[src/rtl/cdg_pkg.sv]
// shared types and constants for the cd+g graphics decoder
// no dependencies; used by every module in rtl/
`default_nettype none

package cdg_pkg;

   localparam int SCREEN_W  = 300;
   localparam int SCREEN_H  = 216;
   localparam int TILE_W    = 6;
   localparam int TILE_H    = 12;
   localparam int PIX_DEPTH = SCREEN_W * SCREEN_H;
   localparam int ADDR_W    = $clog2(PIX_DEPTH);
   localparam int ROW_W     = 8;
   localparam int COL_W     = 9;
   localparam int TI_W      = $clog2(TILE_H);
   localparam int TJ_W      = $clog2(TILE_W);

   localparam logic [1:0] MODE_APPLY = 2'd0;
   localparam logic [1:0] MODE_READ  = 2'd1;
   localparam logic [1:0] MODE_CLEAR = 2'd2;

   localparam logic [5:0] GRAPHICS_CMD     = 6'd9;
   localparam logic [5:0] OP_MEM_PRESET    = 6'd1;
   localparam logic [5:0] OP_BORDER_PRESET = 6'd2;
   localparam logic [5:0] OP_TILE_SET      = 6'd6;
   localparam logic [5:0] OP_SCROLL_FILL   = 6'd20;
   localparam logic [5:0] OP_SCROLL_WRAP   = 6'd24;
   localparam logic [5:0] OP_ALPHA         = 6'd28;
   localparam logic [5:0] OP_TABLE_LOW     = 6'd30;
   localparam logic [5:0] OP_TABLE_HIGH    = 6'd31;
   localparam logic [5:0] OP_TILE_XOR      = 6'd38;

   localparam logic [1:0] SCROLL_NONE = 2'd0;
   localparam logic [1:0] SCROLL_FWD  = 2'd1;   // right or down
   localparam logic [1:0] SCROLL_BACK = 2'd2;   // left or up

   typedef enum logic [2:0] {
      JOB_NONE,
      JOB_READ,
      JOB_CLEAR,
      JOB_PRESET,
      JOB_BORDER,
      JOB_TILE,
      JOB_SCROLL
   } job_kind_type;

   typedef enum logic [2:0] {
      S_IDLE,
      S_SWEEP,
      S_VSTEP,
      S_READ,
      S_RDWAIT,
      S_DONE
   } seq_state_type;

   typedef struct packed {
      job_kind_type                    kind;
      logic [ROW_W-1:0]                r_lo;
      logic [ROW_W-1:0]                r_hi;
      logic [COL_W-1:0]                c_lo;
      logic [COL_W-1:0]                c_hi;
      logic [3:0]                      value;
      logic [3:0]                      color0;
      logic [3:0]                      color1;
      logic [TILE_H-1:0][TILE_W-1:0]   bits;
      logic                            xor_mode;
      logic [1:0]                      hcmd;
      logic [1:0]                      vcmd;
      logic                            wrap;
   } seq_job_type;

   typedef struct packed {
      logic              wen;
      logic              ren;
      logic [ADDR_W-1:0] addr;
      logic [3:0]        wdata;
   } mem_req_type;

   typedef struct packed {
      logic idle;
      logic done;
   } seq_stat_type;

endpackage

`default_nettype wire

[src/rtl/cdg_seq.sv]
// sweep sequencer: walks screen regions, maps logical rows/columns through
// the scroll bases onto ram addresses; depends on cdg_pkg
`default_nettype none

module cdg_seq (
   input  wire logic                  clock,
   input  wire logic                  reset,
   input  wire logic                  start,
   input  wire cdg_pkg::seq_job_type  job,
   input  wire logic [3:0]            rdata,
   output cdg_pkg::mem_req_type       mem_req,
   output cdg_pkg::seq_stat_type      stat
);

   localparam logic [cdg_pkg::ROW_W-1:0] LAST_ROW = cdg_pkg::ROW_W'(cdg_pkg::SCREEN_H - 1);
   localparam logic [cdg_pkg::COL_W-1:0] LAST_COL = cdg_pkg::COL_W'(cdg_pkg::SCREEN_W - 1);

   cdg_pkg::seq_state_type state_ff, state_in;
   cdg_pkg::seq_job_type   job_ff, job_in;
   cdg_pkg::seq_job_type   clear_job;
   logic [cdg_pkg::ROW_W-1:0] r_ff, r_in, vb_ff, vb_in;
   logic [cdg_pkg::COL_W-1:0] c_ff, c_in, hb_ff, hb_in;
   logic [cdg_pkg::TI_W-1:0]  ti_ff, ti_in;
   logic [cdg_pkg::TJ_W-1:0]  tj_ff, tj_in;
   logic phase_ff, phase_in, init_ff, init_in, vdone_ff, vdone_in;

   logic [cdg_pkg::ROW_W:0]   prow_sum;
   logic [cdg_pkg::COL_W:0]   pcol_sum;
   logic [cdg_pkg::ROW_W-1:0] prow;
   logic [cdg_pkg::COL_W-1:0] pcol;
   logic rd_phase, last_pix, in_border, h_fill, v_fill;
   logic [3:0] tile_v;
   logic [cdg_pkg::COL_W-1:0] hb_next;
   logic [cdg_pkg::ROW_W-1:0] vb_next;

   // job loaded at reset: clear the whole store
   always_comb begin
      clear_job      = '0;
      clear_job.kind = cdg_pkg::JOB_CLEAR;
      clear_job.r_hi = LAST_ROW;
      clear_job.c_hi = LAST_COL;
   end

   // logical to physical position through the scroll bases
   always_comb begin
      prow_sum = {1'b0, r_ff} + {1'b0, vb_ff};
      pcol_sum = {1'b0, c_ff} + {1'b0, hb_ff};
      prow = (prow_sum >= (cdg_pkg::ROW_W+1)'(cdg_pkg::SCREEN_H))
             ? cdg_pkg::ROW_W'(prow_sum - (cdg_pkg::ROW_W+1)'(cdg_pkg::SCREEN_H))
             : prow_sum[cdg_pkg::ROW_W-1:0];
      pcol = (pcol_sum >= (cdg_pkg::COL_W+1)'(cdg_pkg::SCREEN_W))
             ? cdg_pkg::COL_W'(pcol_sum - (cdg_pkg::COL_W+1)'(cdg_pkg::SCREEN_W))
             : pcol_sum[cdg_pkg::COL_W-1:0];
   end

   always_comb begin
      rd_phase  = job_ff.xor_mode && !phase_ff;
      last_pix  = (r_ff == job_ff.r_hi) && (c_ff == job_ff.c_hi);
      in_border = (r_ff < cdg_pkg::ROW_W'(cdg_pkg::TILE_H))
               || (r_ff >= cdg_pkg::ROW_W'(cdg_pkg::SCREEN_H - cdg_pkg::TILE_H))
               || (c_ff < cdg_pkg::COL_W'(cdg_pkg::TILE_W))
               || (c_ff >= cdg_pkg::COL_W'(cdg_pkg::SCREEN_W - cdg_pkg::TILE_W));
      tile_v = job_ff.bits[ti_ff][cdg_pkg::TJ_W'(cdg_pkg::TILE_W - 1) - tj_ff]
               ? job_ff.color1 : job_ff.color0;
      h_fill = !job.wrap && (job.hcmd == cdg_pkg::SCROLL_FWD
                             || job.hcmd == cdg_pkg::SCROLL_BACK);
      v_fill = !job_ff.wrap && (job_ff.vcmd == cdg_pkg::SCROLL_FWD
                                || job_ff.vcmd == cdg_pkg::SCROLL_BACK);
      // new bases move by one tile, modulo the screen size
      case (job.hcmd)
         cdg_pkg::SCROLL_FWD:
            hb_next = (hb_ff >= cdg_pkg::COL_W'(cdg_pkg::TILE_W))
                      ? hb_ff - cdg_pkg::COL_W'(cdg_pkg::TILE_W)
                      : hb_ff + cdg_pkg::COL_W'(cdg_pkg::SCREEN_W - cdg_pkg::TILE_W);
         cdg_pkg::SCROLL_BACK:
            hb_next = (hb_ff >= cdg_pkg::COL_W'(cdg_pkg::SCREEN_W - cdg_pkg::TILE_W))
                      ? hb_ff - cdg_pkg::COL_W'(cdg_pkg::SCREEN_W - cdg_pkg::TILE_W)
                      : hb_ff + cdg_pkg::COL_W'(cdg_pkg::TILE_W);
         default: hb_next = hb_ff;
      endcase
      case (job_ff.vcmd)
         cdg_pkg::SCROLL_FWD:
            vb_next = (vb_ff >= cdg_pkg::ROW_W'(cdg_pkg::TILE_H))
                      ? vb_ff - cdg_pkg::ROW_W'(cdg_pkg::TILE_H)
                      : vb_ff + cdg_pkg::ROW_W'(cdg_pkg::SCREEN_H - cdg_pkg::TILE_H);
         cdg_pkg::SCROLL_BACK:
            vb_next = (vb_ff >= cdg_pkg::ROW_W'(cdg_pkg::SCREEN_H - cdg_pkg::TILE_H))
                      ? vb_ff - cdg_pkg::ROW_W'(cdg_pkg::SCREEN_H - cdg_pkg::TILE_H)
                      : vb_ff + cdg_pkg::ROW_W'(cdg_pkg::TILE_H);
         default: vb_next = vb_ff;
      endcase
   end

   // next state
   always_comb begin
      state_in = state_ff;
      case (state_ff)
         cdg_pkg::S_IDLE: begin
            if (start) begin
               case (job.kind)
                  cdg_pkg::JOB_NONE:   state_in = cdg_pkg::S_DONE;
                  cdg_pkg::JOB_READ:   state_in = cdg_pkg::S_READ;
                  cdg_pkg::JOB_SCROLL: state_in = h_fill ? cdg_pkg::S_SWEEP
                                                         : cdg_pkg::S_VSTEP;
                  default:             state_in = cdg_pkg::S_SWEEP;
               endcase
            end
         end
         cdg_pkg::S_SWEEP: begin
            if (!rd_phase && last_pix) begin
               if (init_ff) begin
                  state_in = cdg_pkg::S_IDLE;
               end else if (job_ff.kind == cdg_pkg::JOB_SCROLL && !vdone_ff) begin
                  state_in = cdg_pkg::S_VSTEP;
               end else begin
                  state_in = cdg_pkg::S_DONE;
               end
            end
         end
         cdg_pkg::S_VSTEP:  state_in = v_fill ? cdg_pkg::S_SWEEP : cdg_pkg::S_DONE;
         cdg_pkg::S_READ:   state_in = cdg_pkg::S_RDWAIT;
         cdg_pkg::S_RDWAIT: state_in = cdg_pkg::S_IDLE;
         cdg_pkg::S_DONE:   state_in = cdg_pkg::S_IDLE;
         default:           state_in = cdg_pkg::S_IDLE;
      endcase
   end

   // counters, bases and job latch
   always_comb begin
      job_in   = job_ff;
      r_in     = r_ff;
      c_in     = c_ff;
      ti_in    = ti_ff;
      tj_in    = tj_ff;
      phase_in = phase_ff;
      hb_in    = hb_ff;
      vb_in    = vb_ff;
      init_in  = init_ff;
      vdone_in = vdone_ff;
      case (state_ff)
         cdg_pkg::S_IDLE: begin
            if (start) begin
               job_in   = job;
               ti_in    = '0;
               tj_in    = '0;
               phase_in = 1'b0;
               vdone_in = 1'b0;
               if (job.kind == cdg_pkg::JOB_SCROLL) begin
                  hb_in       = hb_next;
                  job_in.r_lo = '0;
                  job_in.r_hi = LAST_ROW;
                  job_in.c_lo = (job.hcmd == cdg_pkg::SCROLL_FWD) ? '0
                              : cdg_pkg::COL_W'(cdg_pkg::SCREEN_W - cdg_pkg::TILE_W);
                  job_in.c_hi = (job.hcmd == cdg_pkg::SCROLL_FWD)
                              ? cdg_pkg::COL_W'(cdg_pkg::TILE_W - 1) : LAST_COL;
               end
               r_in = job_in.r_lo;
               c_in = job_in.c_lo;
            end
         end
         cdg_pkg::S_SWEEP: begin
            if (rd_phase) begin
               phase_in = 1'b1;
            end else begin
               phase_in = 1'b0;
               if (last_pix) begin
                  init_in = 1'b0;
               end
               if (c_ff == job_ff.c_hi) begin
                  c_in  = job_ff.c_lo;
                  tj_in = '0;
                  r_in  = r_ff + 1'b1;
                  ti_in = ti_ff + 1'b1;
               end else begin
                  c_in  = c_ff + 1'b1;
                  tj_in = tj_ff + 1'b1;
               end
            end
         end
         cdg_pkg::S_VSTEP: begin
            vb_in       = vb_next;
            vdone_in    = 1'b1;
            job_in.r_lo = (job_ff.vcmd == cdg_pkg::SCROLL_FWD) ? '0
                        : cdg_pkg::ROW_W'(cdg_pkg::SCREEN_H - cdg_pkg::TILE_H);
            job_in.r_hi = (job_ff.vcmd == cdg_pkg::SCROLL_FWD)
                        ? cdg_pkg::ROW_W'(cdg_pkg::TILE_H - 1) : LAST_ROW;
            job_in.c_lo = '0;
            job_in.c_hi = LAST_COL;
            r_in        = job_in.r_lo;
            c_in        = '0;
         end
         default: begin
         end
      endcase
   end

   // memory port and status
   always_comb begin
      mem_req.wen   = 1'b0;
      mem_req.ren   = 1'b0;
      mem_req.addr  = cdg_pkg::ADDR_W'(prow) * cdg_pkg::ADDR_W'(cdg_pkg::SCREEN_W)
                    + cdg_pkg::ADDR_W'(pcol);
      mem_req.wdata = job_ff.value;
      case (state_ff)
         cdg_pkg::S_SWEEP: begin
            if (rd_phase) begin
               mem_req.ren = 1'b1;
            end else begin
               mem_req.wen = (job_ff.kind != cdg_pkg::JOB_BORDER) || in_border;
               if (job_ff.kind == cdg_pkg::JOB_TILE) begin
                  mem_req.wdata = job_ff.xor_mode ? (rdata ^ tile_v) : tile_v;
               end
            end
         end
         cdg_pkg::S_READ: mem_req.ren = 1'b1;
         default: begin
         end
      endcase
      stat.idle = (state_ff == cdg_pkg::S_IDLE);
      stat.done = (state_ff == cdg_pkg::S_DONE) || (state_ff == cdg_pkg::S_RDWAIT);
   end

   always_ff @(posedge clock) begin
      if (reset) begin
         // clearing pass over the whole store after reset
         state_ff        <= cdg_pkg::S_SWEEP;
         init_ff         <= 1'b1;
         vdone_ff        <= 1'b0;
         phase_ff        <= 1'b0;
         hb_ff           <= '0;
         vb_ff           <= '0;
         r_ff            <= '0;
         c_ff            <= '0;
         ti_ff           <= '0;
         tj_ff           <= '0;
         job_ff          <= clear_job;
      end else begin
         state_ff <= state_in;
         init_ff  <= init_in;
         vdone_ff <= vdone_in;
         phase_ff <= phase_in;
         hb_ff    <= hb_in;
         vb_ff    <= vb_in;
         r_ff     <= r_in;
         c_ff     <= c_in;
         ti_ff    <= ti_in;
         tj_ff    <= tj_in;
         job_ff   <= job_in;
      end
   end

endmodule

`default_nettype wire

[config.mk]
export PLATFORM = sky130hd
export DESIGN_NAME = cdg_seq
export DESIGN_NICKNAME = d
export VERILOG_FILES = /design/src/rtl/cdg_pkg.sv /design/src/rtl/cdg_seq.sv
export SDC_FILE = /design/constraint.sdc
export NUM_CORES = 1
export LEC_CHECK = 0
export BUFFER_PORTS_ARGS = -buffer_cell sky130_fd_sc_hd__clkbuf_2
export CAP_MARGIN = 30
export CORE_MARGIN = 10
export CORE_UTILIZATION = 45
export DETAILED_ROUTE_END_ITERATION = 8
export GPL_TIMING_DRIVEN = 0
export PLACE_DENSITY = 0.66
export SYNTH_ARGS = -nofsm -noshare
export SYNTH_HDL_FRONTEND = slang
export SYNTH_SLANG_ARGS = --single-unit
[constraint.sdc]
create_clock -name clock -period 7.2 [get_ports clock]
set_clock_uncertainty 0.05 [all_clocks]
set_input_delay 0.36 -clock clock [delete_from_list [all_inputs] [get_ports clock]]
set_output_delay 0.36 -clock clock [all_outputs]
set_load 0.02 [all_outputs]
==> results of run 1 <==
==> power by group <==
group          internal (W)  total [W]  switching (W)
Sequential         0.000893   0.000899     0.00000609
Clock              0.000527   0.000924       0.000397
Combinational     0.0000473   0.000110      0.0000630
Total               0.00147    0.00193       0.000466
==> kinds of logic (layout without fill, tap and decap cells) <==
kind of cell    after synthesis  after routing  share of synthesized area (%)
simple gates                475            475                           20.9
compound gates              333            333                           20.6
flops                       161            161                           31.5
buf+inv                     123            315                           5.28
fa+ha+maj                    81             81                           10.6
xor+xnor                     67             67                           5.74
mux                          35             35                           5.35
other cells                   0              1                              0
==> worst max-delay path, stage by stage (launching register included) <==
cell       delay (ps)
dfxtp_2           360
ha_1              210
fa_1              430
xor2_2            190
ha_1              240
nor2_1            120
nand2_1           100
a31oi_4           250
nor2_1            100
xor2_2            170
ha_1              310
ha_1              280
ha_1              270
inv_1              50
fa_1              520
inv_1              40
ha_1              340
and3_1            200
a2111oi_4         410
o21bai_1          100
a21o_1            210
a311o_1           410
o31ai_2           210
xnor2_1           160
xnor2_1           130
clkbuf_2          190
==> metal layers <==
layer,wire (um),vias up,global-route usage [%]
met2,14600,307,35.1
met4,977,0,8.77
met5,0,-,0
met1,13100,4519,24.7
li1,-,4853,-
met3,1790,63,4.29
==> flip-flops by register name (all words and copies together), names as in the netlist <==
| signal | cells |
|---|---|
| c_ff | 9 |
| hb_ff | 8 |
| init_ff | 1 |
| job_ff | 117 |
| phase_ff | 1 |
| r_ff | 8 |
| state_ff | 3 |
| ti_ff | 4 |
| tj_ff | 3 |
| vb_ff | 6 |
| vdone_ff | 1 |
==> stage by stage <==
stage,setup WS (ps),utilization [%],area [um2],instances
detailed placement,353,50.5,11400,1717
global route,36.4,53.6,12100,1753
finish,348,53.6,12100,1753
CTS,1.20,53.2,12000,1749
floorplan,839,-,10200,1275
global placement,492,50.5,11400,1716
==> path summary, 6_finish.rpt <==
| path | cells after the start | end | startpoint |
|---|---|---|---|
| worst max-delay path | 25 | mem_req[19] | vb_ff[2] |
| worst max register to register | 9 | job_ff[113] | state_ff[0] |
| worst min register to register | 2 | job_ff[79] | job_ff[79] |
| worst min-delay path | 3 | job_ff[20] | job[20] |
==> cell type report <==
| cell class | count | area share, % |
|---|---|---|
| well taps | 285 | 2.96 |
| multi-input cells | 991 | 54.2 |
| repair buffers | 160 | 6.70 |
| inverters | 44 | 1.37 |
| diodes | 1 | 0.0207 |
| plain buffers | 79 | 3.10 |
| clock inverters | 13 | 1.24 |
| clock buffers | 19 | 3.67 |
| flip-flops and latches | 161 | 26.8 |
==> timing repair <==
item,in CTS,in global routing
gates resized for setup,3,11
buffers inserted,0,3
endpoints found under the setup margin,2,4
==> cells in the final DEF, fill, tap and decap left out, types with 12 or more instances in the layout <==
cell type,n
nand3_1,46
a21o_1,14
dfxtp_1,158
nor2_1,78
nand2_1,238
o21ai_0,26
ha_1,71
clkbuf_2,156
xor2_1,27
mux2i_1,16
xnor2_1,33
clkbuf_16,17
nor3_1,34
o21ai_1,27
inv_1,40
a211oi_1,12
a21oi_1,148
clkbuf_1,63
==> results.md, run 1 <==
* Share of cells above drive strength 1 at 16.7%
* DP HPWL at 23.5 mm
* CTS max path bufs at 2
* Gr usage total at 20.6%
* Yosys reg bits at 161
* Largest net degree at the start of global routing at 17
* Port bufs at 156
* Crit path time final at 6850 ps
* Area leader, netlist: dfxtp_1
* FFs w/ async S/R, synth at 0%
* Worst-Skew Late Latency at 430 ps
* Post-synth cell types at 82
* Critical path startpoint category: flop
* Share of the synthesized area in the top cell type at 31.5%
* Achievable frequency at 146 MHz
* Hold Vio Cnt, Final at 0
* Final #Nets at 1,669
* Most common cell in the synthesized netlist: nand2_1
* Leakage power total at 5.09 nW
* GRT Residual Overflow at 0
* Residual DRC at 0
* DIE WIDTH at 171 um
* Wire per inst at 17.4 um
* RSZ-0062 raised after global routing: false
* # Max-Cap Violations at 0
* Filler cells at 2,196
* Synth Net Count at 1,490
* Slew Limit Fails at 0
* Number of global-route vias before repair at 9,708
* Worst hold path class: in2reg
* Number of setup violations in the final report at 0
* Actual slew at the worst max-slew pin at 979 ps
* Max IR drop VDD at 157 uV
* Number of DRC markers in iteration 0 at 807
* Row cnt at 55
* Placer Congestion at 0.872
* Syn avg cell area at 8.02 um2
* Register area share after synthesis at 31.5%
* Total negative slack at 0 ps
* Reg2Reg Setup Slack at 4510 ps
* WP data arrival at 6440 ps
* Slew headroom at 34.5%
* First-pass GRT wire length at 48.4 mm
* Total iterations of the first detailed-routing run at 5
* PD cells at 160 nW/um2
* Type of element capturing the critical path: output port
* Hold Slack at 93.0 ps
* Core box area at 22,500 um2
* CTS tree: done
* WL final at 30.5 mm
* Area grow syn2layout at 18.0%
* DR vias/cell at 5.56
* Io pins at 158
* Register area at 3230 um2
* Multi-input gate area at 6540 um2
* H-tree depth at 4
* Critical Path Fanout Max at 7
* Starting density of the core at 45.4%
* Synth top cells by count: nand2_1 (238), dfxtp_1 (161), a21oi_1 (149)
* Routed vias at 9,742
* Clk sinks at 161
* WS Path Type: reg2out
* Routed Antenna Nets at 0
* Initial antenna violation count at 1
* Synth area leaders: dfxtp_1 (32%), nand2_1 (8.7%), ha_1 (8.7%)
* CTS root buf: clkbuf_16
* Die area at 29,100 um2
* Hold_buf cts at 0
* Mapped Area at 10,200 um2
* Synth warn at 0
* CP Data Required Time at 6790 ps
* Synthesized instance count at 1,275
* Power Total at 0.00193 W
* Cts bufs inserted at 17
* CTS clk-pin slew, worst paths at 70 ps
* Status: completed
* Tcrit/Tclk final at 95.2%
* Number of synthesized flops with an enable pin at 0
* Synth Flop Type: dfxtp_1
* Die Height at 171 um
Note: power is estimated with default switching activity, not from simulation.
==> inputs of run 2 (changes only) <==
--- a/config.mk
+++ b/config.mk
@@ -5,13 +5,14 @@
 export SDC_FILE = /design/constraint.sdc
 export NUM_CORES = 1
 export LEC_CHECK = 0
+export ABC_AREA = 1
 export BUFFER_PORTS_ARGS = -buffer_cell sky130_fd_sc_hd__clkbuf_2
 export CAP_MARGIN = 30
 export CORE_MARGIN = 10
 export CORE_UTILIZATION = 45
 export DETAILED_ROUTE_END_ITERATION = 8
 export GPL_TIMING_DRIVEN = 0
-export PLACE_DENSITY = 0.66
+export PLACE_DENSITY = 0.65
 export SYNTH_ARGS = -nofsm -noshare
 export SYNTH_HDL_FRONTEND = slang
 export SYNTH_SLANG_ARGS = --single-unit
==> run 2 against run 1 <==
Compared with the run above: sequential share of layout area is 0.51 points lower; sequential power hardly changed; critical path depth is 2 higher; die area is 1.8% higher; non-clock buffer count is 19 lower; highest routed layer unchanged; critical path type unchanged; largest power group unchanged; synthesized area is 2.1% higher; final cell count is 14% higher.
==> results.md, run 2 <==
* # diodes at 0 (-1)
* Critical Path Fanout Max at 6 (-1)
* Number of global-route vias before repair at 10.1k (+3.9%)
* Max reg flops at 117 (unchanged)
* Largest Register: job_ff
* CTS root buf: clkbuf_16
* Internal power at 0.00153 W (+4.0%)
* Core box area at 22,700 um2 (+0.92%)
* Hold Vio Cnt, Final at 0 (unchanged)
* CP Data Required Time at 6790 ps (about the same)
* PD cells at 163 nW/um2 (+1.5%)
* Worst-Skew Late Latency at 430 ps (about the same)
* Die Height at 172 um (+0.92%)
* Slew Limit Fails at 0 (unchanged)
* Synth warn at 0 (unchanged)
* Row cnt at 55 (unchanged)
* Clock network power share at 49.2% (+1.4 points)
* CTS clk-pin slew, worst paths at 70 ps (about the same)
* GRT Residual Overflow at 0 (unchanged)
* RSZ-0062 raised after global routing: false
* Actual slew at the worst max-slew pin at 729 ps (-250 ps)
* Number of DRC markers in iteration 0 at 672 (-17%)
* Fin worst setup slack at 484 ps (+135 ps)
* WP data arrival at 6310 ps (-130 ps)
* Leakage power total at 5.83 nW (+15%)
* CTS tree: done
* Cts bufs inserted at 17 (unchanged)
* Synthesized instance count at 1,523 (+19%)
* DIE WIDTH at 172 um (+0.92%)
* R2R depth at 10 (+1)
* Wire per inst at 15.4 um (-11%)
* Largest net degree at the start of global routing at 17 (unchanged)
* Max IR drop VDD at 159 uV (+1.3%)
* Share of cells above drive strength 1 at 15.9% (-0.85 points)
* Yosys reg bits at 161 (unchanged)
* Commonest non-fill, non-tap cells in the layout: nand2_1 (399), inv_1 (181), a21oi_1 (171)
* Status: completed
* Register area share after synthesis at 30.9% (-0.65 points)
* Starting density of the core at 46.0% (+0.53 points)
* Synth top cells by count: nand2_1 (399), inv_1 (181), a21oi_1 (171)
* Type of element capturing the critical path: output port
* Initial antenna violation count at 0 (-1)
* Number of synthesized flops with an enable pin at 0 (unchanged)
* Total negative slack at 0 ps (unchanged)
* CTS max path bufs at 2 (unchanged)
* Most common cell after layout, fill and taps aside: nand2_1
* Tcrit/Tclk final at 93.3% (-1.9 points)
* Critical path startpoint category: flop
* Synth Net Count at 1,738 (+17%)
* WS Path Type: reg2out
* Hold depth at 3 (unchanged)
* Switching pwr at 0.000473 W (+1.6%)
* Crit path time final at 6720 ps (-135 ps)
* Biggest regs: job_ff x117, c_ff x9
* Synth area leaders: dfxtp_1 (31%), nand2_1 (14%), ha_1 (8.5%)
* Total iterations of the first detailed-routing run at 5 (unchanged)
* DP HPWL at 24.5 mm (+4.1%)
* Syn avg cell area at 6.85 um2 (-15%)
* Port bufs at 156 (unchanged)
* Area leader, netlist: dfxtp_1
* Comb power frac at 5.8% (about the same)
* Number of setup violations in the final report at 0 (unchanged)
* # Max-Cap Violations at 0 (unchanged)
* WL final at 30.9 mm (+1.2%)
* Post-synth cell types at 56 (-32%)
* Achievable frequency at 149 MHz (+2.0%)
* FFs w/ async S/R, synth at 0% (unchanged)
* Final #Nets at 1,918 (+15%)
* Share of the synthesized area in the top cell type at 30.9% (-0.65 points)
* Most common cell in the synthesized netlist: nand2_1
* Synth Flop Type: dfxtp_1
* Worst hold path class: in2reg
* DR vias/cell at 5.23 (-5.8%)
* Placer Congestion at 0.884 (+1.4%)
* Net switching fraction of the power at 23.7% (-0.43 points)
* Slew headroom at 51.2% (+17 points)
* Clk sinks at 161 (unchanged)
* Area grow syn2layout at 17.8%
* Routed vias at 10.5k (+7.5%)
* Gr usage total at 21.0% (+0.36 points)
* Sequential power share at 45.0% (-1.5 points)
* Routed Antenna Nets at 0 (unchanged)
* Residual DRC at 0 (unchanged)
* Worst slack, placed at 553 ps (+199 ps)
* H-tree depth at 4 (unchanged)
* Die area at 29,700 um2 (+1.8%)
* Io pins at 158 (unchanged)
* First-pass GRT wire length at 50.1 mm (+3.5%)
* Mapped Area at 10,400 um2 (+2.1%)
[run 2: cell count changes after synthesis, moves of 16 or more]
cell | before | now
o21ai_0 | 26 | 96
inv_1 | 40 | 181
nand2_1 | 238 | 399
a21oi_1 | 149 | 171
o211ai_1 | 4 | 27
nand3_1 | 46 | 108
o21ai_1 | 27 | 4
nor2_1 | 78 | 56
xnor2_1 | 36 | 13
clkbuf_1 | 62 | 34
mux2i_1 | 16 | 0
nor3_1 | 35 | 18
[run 2: area by class of cell]
class,count,area (um2)
buffer,59,274
clock buffer,18,429
clock inverter,14,203
fill,2295,10400
inverter,197,742
multi-input combinational,1106,6250
sequential,161,3230
tap,285,357
timing repair buffer,161,818
[run 2: what timing repair did]
item                                    CTS  global route
endpoints found under the setup margin    0             6
hold buffers                              0             0
resized for setup                         0            12
setup buffers                             0             5
hold endpoints to repair                  0             0
[run 2: metal layers]
layer	global-route usage [%]	part of all wire (%)	up-vias
met1	27.1	45	4785
met3	4.22	6.2	44
li1	-	-	5370
met4	6.93	2.2	0
met5	0	0	-
met2	34.3	46	271
[run 2: final timing paths]
check / startpoint / to / slack (ps)
max reg2reg: c_ff[7] / r_ff[4] / 4960
min reg2reg: job_ff[6] / job_ff[6] / 400
max: r_ff[2] / mem_req[18] / 480
min: job[18] / job_ff[18] / 100
[run 2: power groups by stage]
stage | Sequential [W] | Clock (W) | Combinational [W]
floorplan | 0.000917 | 0 | 0.0000523
global placement | 0.000919 | 0 | 0.000116
detailed placement | 0.000919 | 0 | 0.000115
CTS | 0.000899 | 0.000995 | 0.000116
global route | 0.000899 | 0.00103 | 0.000129
finish | 0.000899 | 0.000984 | 0.000116
[run 2: critical path, stage by stage (launching register included)]
cell	delay, ps
dfxtp_2	370
ha_1	250
fa_1	650
ha_1	220
inv_1	60
a21oi_1	160
a21oi_1	70
o21ai_2	240
buf_4	190
nand2_1	70
o21ai_2	120
ha_1	290
ha_1	270
inv_1	50
fa_1	500
fa_1	540
inv_1	40
ha_1	350
nand2_1	80
nor2_1	140
nand2_1	70
nand3_1	120
xor2_1	270
nand2_1	120
nor2_1	210
nand3_1	120
xnor2_1	140
clkbuf_2	180
[run 2: stage by stage]
step                      area, um2  util, %  hold slack (ps)  cells  total power [W]
after floorplan               10400        -              379   1523         0.000969
after global placement        11600     51.0              389   1964          0.00103
after detailed placement      11600     51.0              395   1964          0.00103
after CTS                     12200     53.7             93.0   1996          0.00201
after global routing          12300     54.1             95.9   2001          0.00206
final                         12300     54.1              102   2001          0.00200
[run 2: kinds of logic (layout without fill, tap and decap cells)]
family | Yosys count | in the layout | synth area share [%]
simple gates | 621 | 621 | 25.4
compound gates | 352 | 352 | 19.1
buf+inv | 256 | 449 | 9.74
flops | 161 | 161 | 30.9
fa+ha+maj | 81 | 81 | 10.4
xor+xnor | 52 | 52 | 4.51
==> inputs of run 3 (changes only) <==
--- a/config.mk
+++ b/config.mk
@@ -13,6 +13,7 @@
 export DETAILED_ROUTE_END_ITERATION = 8
 export GPL_TIMING_DRIVEN = 0
 export PLACE_DENSITY = 0.65
+export REMOVE_ABC_BUFFERS = 1
 export SYNTH_ARGS = -nofsm -noshare
 export SYNTH_HDL_FRONTEND = slang
 export SYNTH_SLANG_ARGS = --single-unit
==> run 3 against run 2 <==
Compared with the run above: clock power increased by 1%; critical path depth increased by 4; final area decreased by 0.99%; global-route usage decreased by 2.2 points; register-to-register slack got worse by 720 ps; utilization decreased by 0.53 points; die area unchanged; maximum frequency increased by 0.36%; critical endpoint unchanged.
==> results.md, run 3 (synthesized netlist as in run 2, its figures left out) <==
* GRT Residual Overflow at 0 (unchanged)
* Wire per inst at 14.7 um (-5.0%)
* # Max-Cap Violations at 0 (unchanged)
* Final core utilization at 53.6% (-0.53 points)
* Critical path startpoint category: flop
* Max reg flops at 117 (unchanged)
* WL final at 28.5 mm (-7.5%)
* Slew Limit Fails at 0 (unchanged)
* Hold Vio Cnt, Final at 0 (unchanged)
* WS Path Type: reg2out
* Leakage power total at 5.76 nW (-1.3%)
* CTS clk-pin slew, worst paths at 70 ps (about the same)
* Power Total at 0.00200 W (+0.26%)
* Placer Congestion at 0.845 (-4.4%)
* Crit path time final at 6690 ps (-24.4 ps)
* Commonest non-fill, non-tap cells in the layout: nand2_1 (397), inv_1 (180), a21oi_1 (170)
* Clk sinks at 161 (unchanged)
* Max stage delay on crit path at 560 ps (-90 ps)
* Worst-Skew Late Latency at 430 ps (about the same)
* Initial antenna violation count at 1 (+1)
* Starting density of the core at 46.0% (unchanged)
* Most common cell after layout, fill and taps aside: nand2_1
* CP max-delay cell: fa_1
* WP data arrival at 6280 ps (-30 ps)
* Actual slew at the worst max-slew pin at 980 ps (+250 ps)
* CTS max path bufs at 2 (unchanged)
* Routed Antenna Nets at 0 (unchanged)
* CTS root buf: clkbuf_16
* Gr usage total at 18.8% (-2.2 points)
* First-pass GRT wire length at 45.8 mm (-8.7%)
* Type of element capturing the critical path: output port
* Achievable frequency at 149 MHz (+0.36%)
* Port bufs at 157 (+0.64%)
* Core box area at 22,700 um2 (unchanged)
* Most frequent CP cell: nand2_1
* Status: completed
* Cts bufs inserted at 17 (unchanged)
* Total iterations of the first detailed-routing run at 5 (unchanged)
* Slew headroom at 34.6% (-17 points)
* Critical Path Fanout Max at 6 (unchanged)
* Tcrit/Tclk final at 92.9% (-0.34 points)
* Io pins at 158 (unchanged)
* Routed vias at 10.1k (-3.6%)
* CTS tree: done
* Worst hold start: job[73]
* H-tree depth at 4 (unchanged)
* Area grow syn2layout at 16.6%
* Hold_buf cts at 0 (unchanged)
* Largest Register: job_ff
* Die area at 29,700 um2 (unchanged)
* DR vias/cell at 5.18 (-0.99%)
* CP Data Required Time at 6790 ps (about the same)
* PD cells at 165 nW/um2 (+1.3%)
* Max IR drop VDD at 148 uV (-6.8%)
* CP startpoint: r_ff[2]
* Number of DRC markers in iteration 0 at 648 (-3.6%)
* Largest net degree at the start of global routing at 106 (+89)
* Worst hold path class: in2reg
* Row cnt at 55 (unchanged)
* Share of cells above drive strength 1 at 15.8% (-0.087 points)
* RR Startpoint: state_ff[0]
* DP HPWL at 21.2 mm (-13%)
* DIE WIDTH at 172 um (unchanged)
* Final #Nets at 1,864 (-2.8%)
* Biggest regs: job_ff x117, c_ff x9
* Residual DRC at 0 (unchanged)
* Number of global-route vias before repair at 9,402 (-6.8%)
* Number of setup violations in the final report at 0 (unchanged)
* Die Height at 172 um (unchanged)
-- run 3: cell types whose count changed in the layout (fill, tap and decap cells not counted), sizes merged --
| cell | previous run | this run |
|---|---|---|
| buf | 30 | 9 |
| clkinvlp | 4 | 0 |
| diode | 0 | 1 |
| clkinv | 6 | 8 |
| inv | 197 | 199 |
| clkbuf | 208 | 175 |
-- run 3: worst paths after layout --
check	to	depth (start not counted)	slack (ps)
max	mem_req[18]	31	510
min	job_ff[73]	3	100
min reg2reg	job_ff[39]	2	400
max reg2reg	job_ff[93]	10	4240
-- run 3: where the power goes --
part / internal (W) / switching (W) / leakage, nW / total, W
sequential: 0.000893 / 0.00000746 / 1.30 / 0.000901
clock: 0.000594 / 0.000400 / 0.317 / 0.000994
combinational: 0.0000464 / 0.0000636 / 4.14 / 0.000110
-- run 3: what timing repair did --
action / CTS / global route
setup buffers: 0 / 5
setup endpoints to repair: 0 / 6
gates resized for setup: 0 / 20
-- run 3: area by class of cell --
class	count	area [um2]
Inverter	197	742
Tap cell	285	357
Multi-Input combinational cell	1106	6280
Antenna cell	1	2.50
Sequential cell	161	3230
Fill cell	2254	10500
Clock buffer	18	429
Timing Repair Buffer	166	921
Clock inverter	14	216
-- run 3: metal layers --
layer | GRT usage, % | wire length [um] | vias to the layer above | part of all wire [%]
met4 | 5.17 | 330 | 0 | 1.2
met1 | 24.9 | 13400 | 4586 | 47
met3 | 4.13 | 1480 | 21 | 5.2
li1 | - | - | 5287 | -
met2 | 30.2 | 13300 | 198 | 47
met5 | 0 | 0 | - | 0
-- run 3: per-stage QoR --
step	instances	TNS, ps	instance area (um2)	hold WS, ps	worst slack, ps
after floorplan	1464	0	10200	379	1250
after global placement	1906	0	11300	389	628
after detailed placement	1910	0	11400	394	499
after CTS	1942	0	12100	80.8	10.1
after global routing	1948	-12.7	12200	101	-12.7
final	1948	0	12200	97.2	508
-- run 3: critical path, delay by kind of cell (launching register included) --
family	cells	cell delay (ps)
adder cells (fa/ha/maj)	7	2610
AO/OA/AOI/OAI	4	500
XOR/XNOR	2	360
AND/OR/NAND/NOR	12	1410
flip-flops	1	370
buffers and inverters	6	610
